## src/rtl/core/modbus_rtu_slave_frame_checker_core_defines.svh

```systemverilog
// Assertion macros shared by the frame checker RTL.
// Expects clk and rst to be visible in the including module.
`ifndef MODBUS_RTU_SLAVE_FRAME_CHECKER_CORE_DEFINES_SVH
`define MODBUS_RTU_SLAVE_FRAME_CHECKER_CORE_DEFINES_SVH

// Property must hold at every clock edge outside reset.
`define MRFC_ASSERT(label, prop, msg) \
  label: assert property (@(posedge clk) disable iff (rst) prop) else $error(msg);

// Condition must never be seen outside reset.
`define MRFC_NEVER(label, cond, msg) \
  label: assert property (@(posedge clk) disable iff (rst) !(cond)) else $error(msg);

`endif

```

## src/rtl/core/mrfc_pkg.sv

```systemverilog
// Package for the Modbus RTU frame checker: status codes, frame constants,
// the front-to-back command type and the CRC-16/MODBUS byte step.
`timescale 1ns / 1ps

package mrfc_pkg;

  localparam logic [2:0] ST_TEMP       = 3'd0;
  localparam logic [2:0] ST_HUM        = 3'd1;
  localparam logic [2:0] ST_OTHER      = 3'd2;
  localparam logic [2:0] ST_CRC_BAD    = 3'd3;
  localparam logic [2:0] ST_WRONG_ADDR = 3'd4;
  localparam logic [2:0] ST_REPLY      = 3'd5;

  localparam logic [15:0] CRC_INIT        = 16'hFFFF;
  localparam logic [15:0] CRC_POLY        = 16'hA001;
  localparam logic [7:0]  FUNC_READ_INPUT = 8'h04;
  localparam logic [7:0]  BYTE_COUNT      = 8'h02;
  localparam logic [7:0]  REQ_TEMPERATURE = 8'h01;
  localparam logic [7:0]  REQ_HUMIDITY    = 8'h02;
  localparam logic [7:0]  ADDR_RESET      = 8'h06;

  // Frame byte positions
  localparam logic [2:0] POS_HUNT     = 3'd0;
  localparam logic [2:0] POS_REG      = 3'd3;
  localparam logic [2:0] POS_LAST_CRC = 3'd5;
  localparam logic [2:0] POS_CRC_LO   = 3'd6;
  localparam logic [2:0] POS_CRC_HI   = 3'd7;

  // Reply byte indexes
  localparam logic [2:0] RB_ADDR   = 3'd0;
  localparam logic [2:0] RB_FUNC   = 3'd1;
  localparam logic [2:0] RB_COUNT  = 3'd2;
  localparam logic [2:0] RB_VAL_HI = 3'd3;
  localparam logic [2:0] RB_VAL_LO = 3'd4;
  localparam logic [2:0] RB_CRC_LO = 3'd5;
  localparam logic [2:0] RB_CRC_HI = 3'd6;

  typedef struct packed {
    logic        is_reply;
    logic [2:0]  status;
    logic [7:0]  address;
    logic [15:0] value;
  } cmd_t;

  function automatic logic [15:0] crc_byte(input logic [15:0] crc_in,
                                           input logic [7:0]  data);
    logic [15:0] c;
    c = crc_in ^ {8'h00, data};
    for (int k = 0; k < 8; k++) begin
      c = c[0] ? ((c >> 1) ^ CRC_POLY) : (c >> 1);
    end
    return c;
  endfunction

endpackage

```

## src/rtl/core/mrfc_if.sv

```systemverilog
// Valid/ready channel interfaces for the frame checker request and response.
// Standalone; no package dependency.
`timescale 1ns / 1ps

interface mrfc_req_if;
  logic        valid;
  logic        ready;
  logic        op;
  logic [7:0]  rx_byte;
  logic [15:0] sensor_value;

  modport source (output valid, output op, output rx_byte, output sensor_value,
                  input ready);
  modport sink (input valid, input op, input rx_byte, input sensor_value,
                output ready);
endinterface

interface mrfc_rsp_if;
  logic       valid;
  logic       ready;
  logic [2:0] status;
  logic [7:0] tx_byte;
  logic       last;

  modport source (output valid, output status, output tx_byte, output last,
                  input ready);
  modport sink (input valid, input status, input tx_byte, input last,
                output ready);
endinterface

```

## src/rtl/core/modbus_rtu_slave_frame_checker_core.sv

```systemverilog
// Modbus RTU slave frame checker. Request items are taken one per clock
// cycle whenever the command queue (QUEUE_DEPTH entries) has room. A frame
// byte that completes a frame, or a hunted byte with the wrong address, gives
// one status item; a reply request with a valid frame pending gives seven
// reply-byte items as the back end steps its CRC over the message. The
// response side runs at one item per cycle while rsp.ready is high, and a
// reply holds the queue head through its last byte; the request side
// stalls only when the queue fills behind it. Write the slave address on
// cfg_wr_en/cfg_wr_data only while the block is idle; it resets to 6.
`timescale 1ns / 1ps

module modbus_rtu_slave_frame_checker_core
  import mrfc_pkg::*;
#(
  parameter int QUEUE_DEPTH = 4
) (
  input  logic       clk,
  input  logic       rst,
  input  logic       cfg_wr_en,
  input  logic [7:0] cfg_wr_data,
  mrfc_req_if.sink   req,
  mrfc_rsp_if.source rsp
);

  logic q_full;
  logic push;
  cmd_t push_cmd;
  logic pop;
  logic head_valid;
  cmd_t head_cmd;

  mrfc_front u_front (
    .clk         (clk),
    .rst         (rst),
    .cfg_wr_en   (cfg_wr_en),
    .cfg_wr_data (cfg_wr_data),
    .req         (req),
    .q_full      (q_full),
    .push        (push),
    .push_cmd    (push_cmd)
  );

  mrfc_queue #(
    .DEPTH (QUEUE_DEPTH)
  ) u_queue (
    .clk        (clk),
    .rst        (rst),
    .push       (push),
    .push_cmd   (push_cmd),
    .full       (q_full),
    .pop        (pop),
    .head_valid (head_valid),
    .head_cmd   (head_cmd)
  );

  mrfc_back u_back (
    .clk        (clk),
    .rst        (rst),
    .head_valid (head_valid),
    .head_cmd   (head_cmd),
    .pop        (pop),
    .rsp        (rsp)
  );

endmodule

```

## src/rtl/core/mrfc_front.sv

```systemverilog
// Front end: takes request items, tracks the frame and its CRC, holds the
// slave address and pushes commands into the queue. Uses mrfc_pkg, mrfc_if.
`timescale 1ns / 1ps

module mrfc_front
  import mrfc_pkg::*;
(
  input  logic        clk,
  input  logic        rst,
  input  logic        cfg_wr_en,
  input  logic [7:0]  cfg_wr_data,
  mrfc_req_if.sink    req,
  input  logic        q_full,
  output logic        push,
  output cmd_t        push_cmd
);

  logic [7:0]  own_addr;
  logic [2:0]  byte_position;
  logic [15:0] crc_register;
  logic [7:0]  register_byte;
  logic [7:0]  received_crc_low;
  logic        reply_pending;

  logic        accept;
  logic        addr_match;
  logic        crc_ok;
  logic [2:0]  kind;

  assign req.ready  = !q_full;
  assign accept     = req.valid && req.ready;
  assign addr_match = (req.rx_byte == own_addr);
  assign crc_ok     = (received_crc_low == crc_register[7:0]) &&
                      (req.rx_byte == crc_register[15:8]);

  always_comb begin
    if (register_byte == REQ_TEMPERATURE) begin
      kind = ST_TEMP;
    end else if (register_byte == REQ_HUMIDITY) begin
      kind = ST_HUM;
    end else begin
      kind = ST_OTHER;
    end
  end

  always_comb begin
    push              = 1'b0;
    push_cmd.is_reply = 1'b0;
    push_cmd.status   = ST_WRONG_ADDR;
    push_cmd.address  = own_addr;
    push_cmd.value    = req.sensor_value;
    if (accept) begin
      if (req.op) begin
        push              = reply_pending;
        push_cmd.is_reply = 1'b1;
        push_cmd.status   = ST_REPLY;
      end else if (byte_position == POS_HUNT) begin
        push = !addr_match;
      end else if (byte_position == POS_CRC_HI) begin
        push            = 1'b1;
        push_cmd.status = crc_ok ? kind : ST_CRC_BAD;
      end
    end
  end

  always_ff @(posedge clk) begin
    if (rst) begin
      own_addr         <= ADDR_RESET;
      byte_position    <= POS_HUNT;
      crc_register     <= CRC_INIT;
      register_byte    <= 8'h00;
      received_crc_low <= 8'h00;
      reply_pending    <= 1'b0;
    end else begin
      if (cfg_wr_en) begin
        own_addr <= cfg_wr_data;
      end
      if (accept) begin
        if (req.op) begin
          reply_pending <= 1'b0;
        end else begin
          case (byte_position)
            POS_HUNT: begin
              if (addr_match) begin
                crc_register  <= crc_byte(CRC_INIT, req.rx_byte);
                byte_position <= byte_position + 3'd1;
              end
            end
            POS_CRC_LO: begin
              received_crc_low <= req.rx_byte;
              byte_position    <= POS_CRC_HI;
            end
            POS_CRC_HI: begin
              byte_position <= POS_HUNT;
              reply_pending <= crc_ok;
              crc_register  <= CRC_INIT;
            end
            default: begin
              // frame bytes one to five feed the CRC
              if (byte_position == POS_REG) begin
                register_byte <= req.rx_byte;
              end
              crc_register  <= crc_byte(crc_register, req.rx_byte);
              byte_position <= byte_position + 3'd1;
            end
          endcase
        end
      end
    end
  end

endmodule

```

## src/rtl/core/mrfc_queue.sv

```systemverilog
// Command queue between front and back: a small register FIFO.
// Uses mrfc_pkg for the command type and the shared assertion macros.
`timescale 1ns / 1ps
`include "modbus_rtu_slave_frame_checker_core_defines.svh"

module mrfc_queue
  import mrfc_pkg::*;
#(
  parameter int DEPTH = 4
) (
  input  logic clk,
  input  logic rst,
  input  logic push,
  input  cmd_t push_cmd,
  output logic full,
  input  logic pop,
  output logic head_valid,
  output cmd_t head_cmd
);

  localparam int AW = (DEPTH > 1) ? $clog2(DEPTH) : 1;
  localparam int CW = $clog2(DEPTH + 1);

  cmd_t          entries [DEPTH];
  logic [AW-1:0] wr_ptr;
  logic [AW-1:0] rd_ptr;
  logic [CW-1:0] count;

  assign full       = (count == CW'(DEPTH));
  assign head_valid = (count != '0);
  assign head_cmd   = entries[rd_ptr];

  always_ff @(posedge clk) begin
    if (push) begin
      entries[wr_ptr] <= push_cmd;
    end
  end

  always_ff @(posedge clk) begin
    if (rst) begin
      wr_ptr <= '0;
      rd_ptr <= '0;
      count  <= '0;
    end else begin
      if (push) begin
        wr_ptr <= (wr_ptr == AW'(DEPTH - 1)) ? '0 : wr_ptr + AW'(1);
      end
      if (pop) begin
        rd_ptr <= (rd_ptr == AW'(DEPTH - 1)) ? '0 : rd_ptr + AW'(1);
      end
      if (push && !pop) begin
        count <= count + CW'(1);
      end else if (pop && !push) begin
        count <= count - CW'(1);
      end
    end
  end

  `MRFC_NEVER(a_no_push_full, push && full, "push into full queue")
  `MRFC_NEVER(a_no_pop_empty, pop && !head_valid, "pop from empty queue")
  `MRFC_ASSERT(a_count_up, push && !pop |=> count == $past(count) + CW'(1), "count not advanced")

endmodule

```

## src/rtl/core/mrfc_back.sv

```systemverilog
// Back end: turns queued commands into response items, one status item or a
// seven-byte reply with its CRC built byte by byte. Uses mrfc_pkg, mrfc_if.
`timescale 1ns / 1ps
`include "modbus_rtu_slave_frame_checker_core_defines.svh"

module mrfc_back
  import mrfc_pkg::*;
(
  input  logic      clk,
  input  logic      rst,
  input  logic      head_valid,
  input  cmd_t      head_cmd,
  output logic      pop,
  mrfc_rsp_if.source rsp
);

  logic        out_valid;
  logic [2:0]  out_status;
  logic [7:0]  out_byte;
  logic        out_last;
  logic [2:0]  idx;
  logic [15:0] crc;

  logic        load;
  logic [7:0]  reply_byte;
  logic [15:0] crc_base;

  assign rsp.valid   = out_valid;
  assign rsp.status  = out_status;
  assign rsp.tx_byte = out_byte;
  assign rsp.last    = out_last;

  assign load     = head_valid && (!out_valid || rsp.ready);
  assign pop      = load && (!head_cmd.is_reply || idx == RB_CRC_HI);
  assign crc_base = (idx == RB_ADDR) ? CRC_INIT : crc;

  always_comb begin
    case (idx)
      RB_ADDR:   reply_byte = head_cmd.address;
      RB_FUNC:   reply_byte = FUNC_READ_INPUT;
      RB_COUNT:  reply_byte = BYTE_COUNT;
      RB_VAL_HI: reply_byte = head_cmd.value[15:8];
      RB_VAL_LO: reply_byte = head_cmd.value[7:0];
      RB_CRC_LO: reply_byte = crc[7:0];
      RB_CRC_HI: reply_byte = crc[15:8];
      default:   reply_byte = 8'h00;
    endcase
  end

  always_ff @(posedge clk) begin
    if (rst) begin
      out_valid <= 1'b0;
      idx       <= RB_ADDR;
    end else if (load) begin
      out_valid <= 1'b1;
      if (head_cmd.is_reply) begin
        out_status <= ST_REPLY;
        out_byte   <= reply_byte;
        out_last   <= (idx == RB_CRC_HI);
        // fold the message bytes, hold the CRC for the two trailing bytes
        if (idx < RB_CRC_LO) begin
          crc <= crc_byte(crc_base, reply_byte);
        end
        idx <= (idx == RB_CRC_HI) ? RB_ADDR : idx + 3'd1;
      end else begin
        out_status <= head_cmd.status;
        out_byte   <= 8'h00;
        out_last   <= 1'b1;
      end
    end else if (rsp.ready) begin
      out_valid <= 1'b0;
    end
  end

  `MRFC_ASSERT(a_idx_reply, idx != RB_ADDR |-> head_valid && head_cmd.is_reply, "reply lost mid-send")
  `MRFC_ASSERT(a_status_last, out_valid && out_status != ST_REPLY |-> out_last, "status without last")
  `MRFC_ASSERT(a_last_idx, out_valid && out_status == ST_REPLY && out_last |-> idx == RB_ADDR, "reply index not rewound")

endmodule

```

## src/flat_wrapper.sv

```systemverilog
// flat-port wrapper written by rule: the top's interface ports become plain ports
module modbus_rtu_slave_frame_checker_core_flat import mrfc_pkg::*;
#(
  parameter int QUEUE_DEPTH = 4
)
  (clk, rst, cfg_wr_en, cfg_wr_data, req_valid, req_op, req_rx_byte, req_sensor_value, req_ready, rsp_valid, rsp_status, rsp_tx_byte, rsp_last, rsp_ready);
  mrfc_req_if req_i ();
  mrfc_rsp_if rsp_i ();
  input  logic clk;
  input  logic rst;
  input  logic cfg_wr_en;
  input  logic [7:0] cfg_wr_data;
  input wire logic [$bits(req_i.valid)-1:0] req_valid;
  input wire logic [$bits(req_i.op)-1:0] req_op;
  input wire logic [$bits(req_i.rx_byte)-1:0] req_rx_byte;
  input wire logic [$bits(req_i.sensor_value)-1:0] req_sensor_value;
  output wire logic [$bits(req_i.ready)-1:0] req_ready;
  output wire logic [$bits(rsp_i.valid)-1:0] rsp_valid;
  output wire logic [$bits(rsp_i.status)-1:0] rsp_status;
  output wire logic [$bits(rsp_i.tx_byte)-1:0] rsp_tx_byte;
  output wire logic [$bits(rsp_i.last)-1:0] rsp_last;
  input wire logic [$bits(rsp_i.ready)-1:0] rsp_ready;
  assign req_i.valid = req_valid;
  assign req_i.op = req_op;
  assign req_i.rx_byte = req_rx_byte;
  assign req_i.sensor_value = req_sensor_value;
  assign req_ready = req_i.ready;
  assign rsp_valid = rsp_i.valid;
  assign rsp_status = rsp_i.status;
  assign rsp_tx_byte = rsp_i.tx_byte;
  assign rsp_last = rsp_i.last;
  assign rsp_i.ready = rsp_ready;
  modbus_rtu_slave_frame_checker_core #(.QUEUE_DEPTH(QUEUE_DEPTH)) u_core (.clk(clk), .rst(rst), .cfg_wr_en(cfg_wr_en), .cfg_wr_data(cfg_wr_data), .req(req_i), .rsp(rsp_i));
endmodule
```

## config.mk

```make
export PLATFORM = sky130hd
export DESIGN_NAME = modbus_rtu_slave_frame_checker_core_flat
export DESIGN_NICKNAME = d
export VERILOG_FILES = /design/src/rtl/core/mrfc_pkg.sv /design/src/rtl/core/mrfc_if.sv /design/src/rtl/core/modbus_rtu_slave_frame_checker_core.sv /design/src/rtl/core/mrfc_front.sv /design/src/rtl/core/mrfc_queue.sv /design/src/rtl/core/mrfc_back.sv /design/src/flat_wrapper.sv
export VERILOG_INCLUDE_DIRS = /design/src /design/src/rtl/core
export SDC_FILE = /design/constraint.sdc
export NUM_CORES = 1
export LEC_CHECK = 0
export BUFFER_PORTS_ARGS = -buffer_cell sky130_fd_sc_hd__clkbuf_2
export CELL_PAD_IN_SITES_DETAIL_PLACEMENT = 2
export CELL_PAD_IN_SITES_GLOBAL_PLACEMENT = 2
export CORE_AREA = 2 2 146 148
export CTS_CLUSTER_SIZE = 10
export DETAILED_ROUTE_END_ITERATION = 8
export DIE_AREA = 0 0 148 150
export GPL_TIMING_DRIVEN = 0
export HOLD_SLACK_MARGIN = 0.1
export PLACE_DENSITY_LB_ADDON = 0.1
export SKIP_CTS_REPAIR_TIMING = 1
export SLEW_MARGIN = 40
export SYNTH_ARGS = -nofsm -noshare
export SYNTH_HDL_FRONTEND = slang
export SYNTH_HIERARCHICAL = 1
export SYNTH_SLANG_ARGS = --single-unit
```

## constraint.sdc

```tcl
create_clock -name clk -period 9.1 [get_ports clk]
set_input_delay 0.91 -clock clk [delete_from_list [all_inputs] [get_ports clk]]
set_output_delay 0.91 -clock clk [all_outputs]
set_load 0.005 [all_outputs]
```

* Word level (Yosys, flattened, before mapping) *
Memories as Yosys holds them, arrays and structs flattened. A register that Yosys moved wholly into a read port is not among the register bits.
Cells that the tools add are included.

storage, ports and cells
  flip-flop bits (word level) = 83
  output and inout port bits = 14
  input port bits = 38
  memories kept = 1
  memory bits (writable) = 112
  logic and storage cells = 157

cells by class
  equality and inequality tests = 18
  reductions and logical operators = 29
  $lt $le $gt $ge = 1
  bitwise gates (word level) = 31
  add/subtract/negate cells = 6
  multiplexer cells = 55

memory list
  memory                  depth  bits a word  read ports  clocked after Yosys merged registers in  wr ports  line              RTL
  u_core.u_queue.entries  4      28           1           1                                        1         mrfc_queue.sv:24  cmd_t entries [DEPTH];

operators with widths
  operator                                       number
  two-way mux 16 bit                             25
  inverter 2 -> 3 bit                            24
  one-hot mux 8 bit (7 select lines)             1
  one-hot mux 16 bit (3 select lines)            1
  XOR 16 x 8 -> 16 bit                           2
  two-way mux 3 bit                              9
  == test 8 bit                                  3
  == test 3 bit, second input constant           6
  inverter 8 -> 16 bit                           1
  two-way mux 14 bit                             1
  AND reduction 4 bit                            3
  two-way mux 1 bit                              11
  two-way mux 2 bit                              5
  adder 3 x 1 -> 3 bit, second input constant    3
  == test 3 x 2 -> 1 bit, second input constant  3
  one-hot mux 3 bit (3 select lines)             1
  == test 8 x 1 -> 1 bit, second input constant  1
  == test 8 x 2 -> 1 bit, second input constant  1
  logical AND 1 bit                              6
  logical NOT 1 bit                              6
  logical NOT 3 bit                              2
  AND reduction 2 bit                            3
  AND reduction 3 bit                            2
  nonzero test 2 bit                             3
  11 further kinds                               17

* Longest topological paths before layout *
  depth in word-level cells = 19
  depth in mapped cells = 13
  depth with buffers taken out = 13

* Cells and area by module *
The synthesis kept the hierarchy.

by module, submodules not included
  module      area an instance (µm²)  instances  cells each
  mrfc_queue  4531.8                  1          190
  mrfc_front  2788.9                  1          317
  mrfc_back   1878.1                  1          164

* Worst setup path before layout *
Ideal clock, no wire load.

  path kind = input to register
  start point = input req_rx_byte[4]
  end point = register u_core.u_queue.count[2]
  setup time = 0.070 ns
  slack = 5.964 ns
  stages on the path = 13
  arrival time = 3.067 ns
  path through = buf_2 xnor2_1 nand4_1 o21ai_1 a21oi_1 a21oi_1 nor2_1 ha_1 inv_1 fa_1 xor2_1 or3_1 a21oi_1

on the way
  word-level cells in the longest chain between the ends = 8

ends and longest elaborated chain
  element                       line                                       RTL
  start, declared               flat_wrapper.sv:15                         input wire logic [$bits(req_i.rx_byte)-1:0] req_rx_byte;
  == test 8 bit (*)             mrfc_front.sv:32                           assign addr_match = (req.rx_byte == own_addr);
  logical NOT 1 bit (*)         mrfc_front.sv:58                           push = !addr_match;
  two-way mux 1 bit (*)         mrfc_front.sv:57                           end else if (byte_position == POS_HUNT) begin
  two-way mux 1 bit (*)         mrfc_front.sv:53                           if (req.op) begin
  two-way mux 1 bit (*)         mrfc_front.sv:52                           if (accept) begin
  net u_core.push               modbus_rtu_slave_frame_checker_core.sv:26  logic push;
  logical NOT 1 bit             mrfc_queue.sv:53                           end else if (pop && !push) begin
  logical AND 1 bit             mrfc_queue.sv:53
  nonzero test 2 bit (no line)  n/a
  end signal, assigned          mrfc_queue.sv:52                           count <= count + CW'(1);
  end signal, assigned          mrfc_queue.sv:54                           count <= count - CW'(1);
  end, declared                 mrfc_queue.sv:27                           logic [CW-1:0] count;

Mark *: on every way through the listed nets, which the timed path passes. The rest lies on a longest branch.
A chain may end at the register's enable or synchronous reset.

==> summary.md <==
| Metric | Value |
|---|---|
| Status | `finished, final reports clean` |
| Logic pwr share | `0.319` |
| Internal power | `1.94 mW` |
| Synth area leader | `edfxtp_1` |
| Final wirelength | `24900 um` |
| GRT Overall Usage | `0.235` |
| Row count | `53` |
| Top cell type's share of synthesized area | `0.457` |
| Placer Congestion | `0.845` |
| Number of max-cap violations | `0` |
| Power, Total | `2.86 mW` |
| # clock sinks | `197` |
| Remaining DRCs | `0` |
| Sequential fraction of the synthesis area | `0.581` |
| Switch share | `0.321` |
| Kind of critical path | `reg2reg` |
| Largest net degree at the start of global routing | `25` |
| Power Dens Cells | `273 nW/um^2` |
| Worst path top cell family by delay | `XOR/XNOR gates` |
| First-pass GRT wire length | `38400 um` |
| Post-DP Area | `9830 um^2` |
| RSZ-0062 raised after global routing | `no` |
| Clock power share | `0.281` |
| CP required | `9290 ps` |
| Fin. Hold Viols | `0` |
| H-tree lvl count | `4` |
| Crit. End Element | `flop` |
| Net Count, Synth | `722` |
| Die Y | `150 um` |
| CP max-delay cell | `a221oi_1` |
| DR pass1 iterations | `4` |
| Maximum clock insertion buffer count | `2` |
| CTS tree | `done` |
| Initial DRC count | `419` |
| Dpl hpwl | `17600 um` |
| Chip Width | `148 um` |
| Fmax | `257 MHz` |
| Crit path buffers/inverters | `2` |
| Cells along the critical path | `buf_2 > buf_2 > mux4_2 > mux2i_1 > o21ai_0 > a221oi_1 > xnor2_1 > xor3_2 > xor3_1` |
| Placed cell count | `978` |
| DRT antenna net count | `0` |
| Input/output buffers | `26` |
| Synthesized cell area | `9200 um^2` |
| Main synth FF type | `edfxtp_1` |
| Vias in the first global route | `6336` |
| Area delta synth->final | `13.8%` |
| Post-route design area | `10500 um^2` |
| Layout cells sized above 1 | `0.199` |
| # fillers | `1993` |
| Dpl ws | `5280 ps` |
| Leak | `3.71 nW` |
| N_diodes | `0` |
| Final WS setup | `5210 ps` |
| Count of final max-slew check failures | `0` |
| Cts bufs inserted | `17` |
| DR vias | `5663` |
| Nets | `773` |
| Synth area leaders | `edfxtp_1 46%, dfxtp_1 12%, mux4_2 4.9%` |
| Distinct cells, synth | `58` |
| Yosys warns | `6` |
| WHS | `512 ps` |
| I/O Pins | `52` |
| Die area | `22200 um^2` |
| Max Fanout on Critical Path | `10` |
| Ys async rst share | `0` |
| Mapped Cells | `671` |
| Setup TNS | `0 ps` |
| Hold Crit Class | `reg2reg` |
| Layout Skew | `16.0 ps` |
| Grt total ovfl | `0` |
| #FFs+latches synth | `197` |
| Most repeated library cell on the critical path | `buf_2` |
| CORE AREA | `20700 um^2` |
| Critical path startpoint category | `flop` |
| Max-slew headroom | `0.420` |
| Synthesized area per cell | `13.7 um^2` |
| Fin util | `0.506` |
| Least-Margin Pin Slew | `869 ps` |
| Post-synth top cells | `140 x edfxtp_1, 71 x nor2_1, 57 x dfxtp_1` |
| Avg WL per Cell | `24.7 um` |
| CP max stage delay | `580 ps` |
| Max VDD drop | `0.132 mV` |
| CTS Root Cell | `clkbuf_16` |
| Worst-Skew Late Latency | `450 ps` |
| Most frequent cell after synthesis | `edfxtp_1` |
| Switch Pwr | `0.916 mW` |
| Post-synth EDFFs | `140` |
| Final Setup Violations | `0` |
| Clk slew on worst S/H paths | `80 ps` |
| Reg power frac | `0.400` |
| Vias per std cell | `5.61` |
| Antenna violations before repair | `0` |
| Final min period | `3890 ps` |
| Final std cells w/o fill | `1010` |
| Final critical-path share of the clock period | `0.427` |
| Worst Path Arrival | `4080 ps` |
| Initial cell density of the core | `0.445` |
-- tightest hold or removal path, delay by kind of cell, from the launching register on --
family          cells  cell delay, ps
compound gates      2             130
flops               1             340
-- cell families after synthesis --
| family | Yosys count | synth area share |
|---|---|---|
| xor+xnor | 79 | 0.0948 |
| mux | 65 | 0.112 |
| fa+ha+maj | 13 | 0.0185 |
| compound gates | 82 | 0.0582 |
| simple gates | 168 | 0.0907 |
| flops | 197 | 0.581 |
| buf+inv | 67 | 0.0446 |
-- power by group through the flow --
stage,registers (mW),clock network [mW],logic [mW]
after CTS,1.14,0.822,0.924
after global routing,1.15,0.855,0.977
final,1.14,0.803,0.911
after floorplan,1.14,0,0.672
after detailed placement,1.16,0,0.907
after global placement,1.15,0,0.831
-- layout by cell type (no fill, tap or decap), types with 18 or more instances in the layout --
cell type,n
buf_4,21
edfxtp_1,140
dfxtp_1,57
nor2_1,70
mux4_2,20
a21oi_1,20
mux2i_1,37
xor2_1,19
nand2_1,18
xnor2_1,46
clkbuf_2,26
-- state kept, by name (all words and copies together) (netlist names), 2 cells and up, named ones only --
name,cells
u_core/u_queue/entries,112
u_core/u_back/idx,3
u_core/u_front/received_crc_low,8
u_core/u_back/rsp.status,3
u_core/u_queue/wr_ptr,2
u_core/u_queue/rd_ptr,2
u_core/u_front/register_byte,8
u_core/u_front/crc_register,16
u_core/u_front/byte_position,3
u_core/u_back/crc,16
u_core/u_back/rsp.tx_byte,8
u_core/u_front/own_addr,8
u_core/u_queue/count,3
-- path summary, 6_finish.rpt --
kind                                               from                      end  slack (ps)  depth (start not counted)
worst max-delay path                               flop    u_core/u_back/crc[14]        5210                          9
worst min-delay path            u_core/u_queue/count[2]  u_core/u_queue/count[2]         510                          2
worst max register to register                     flop    u_core/u_back/crc[14]        5210                          9
worst min register to register  u_core/u_queue/count[2]  u_core/u_queue/count[2]         510                          2
-- final cells by class --
cell class | count | area (um^2) | share of cell area
multi-input cells | 407 | 3460 | 0.330
flip-flops and latches | 197 | 5350 | 0.510
inverters | 15 | 56.3 | 0.00538
clock buffers | 17 | 425 | 0.0406
well taps | 275 | 344 | 0.0329
plain buffers | 52 | 354 | 0.0338
repair buffers | 32 | 270 | 0.0258
clock inverters | 15 | 219 | 0.0209
-- metal layers --
metal | track usage | up-vias | share of wire
met3 | 0.0357 | 26 | 0.035
met4 | 0.0662 | 0 | 0.016
li1 | - | 2558 | -
met5 | 0 | - | 0
met2 | 0.427 | 120 | 0.53
met1 | 0.293 | 2959 | 0.42
(Power assumes the default switching activity.)
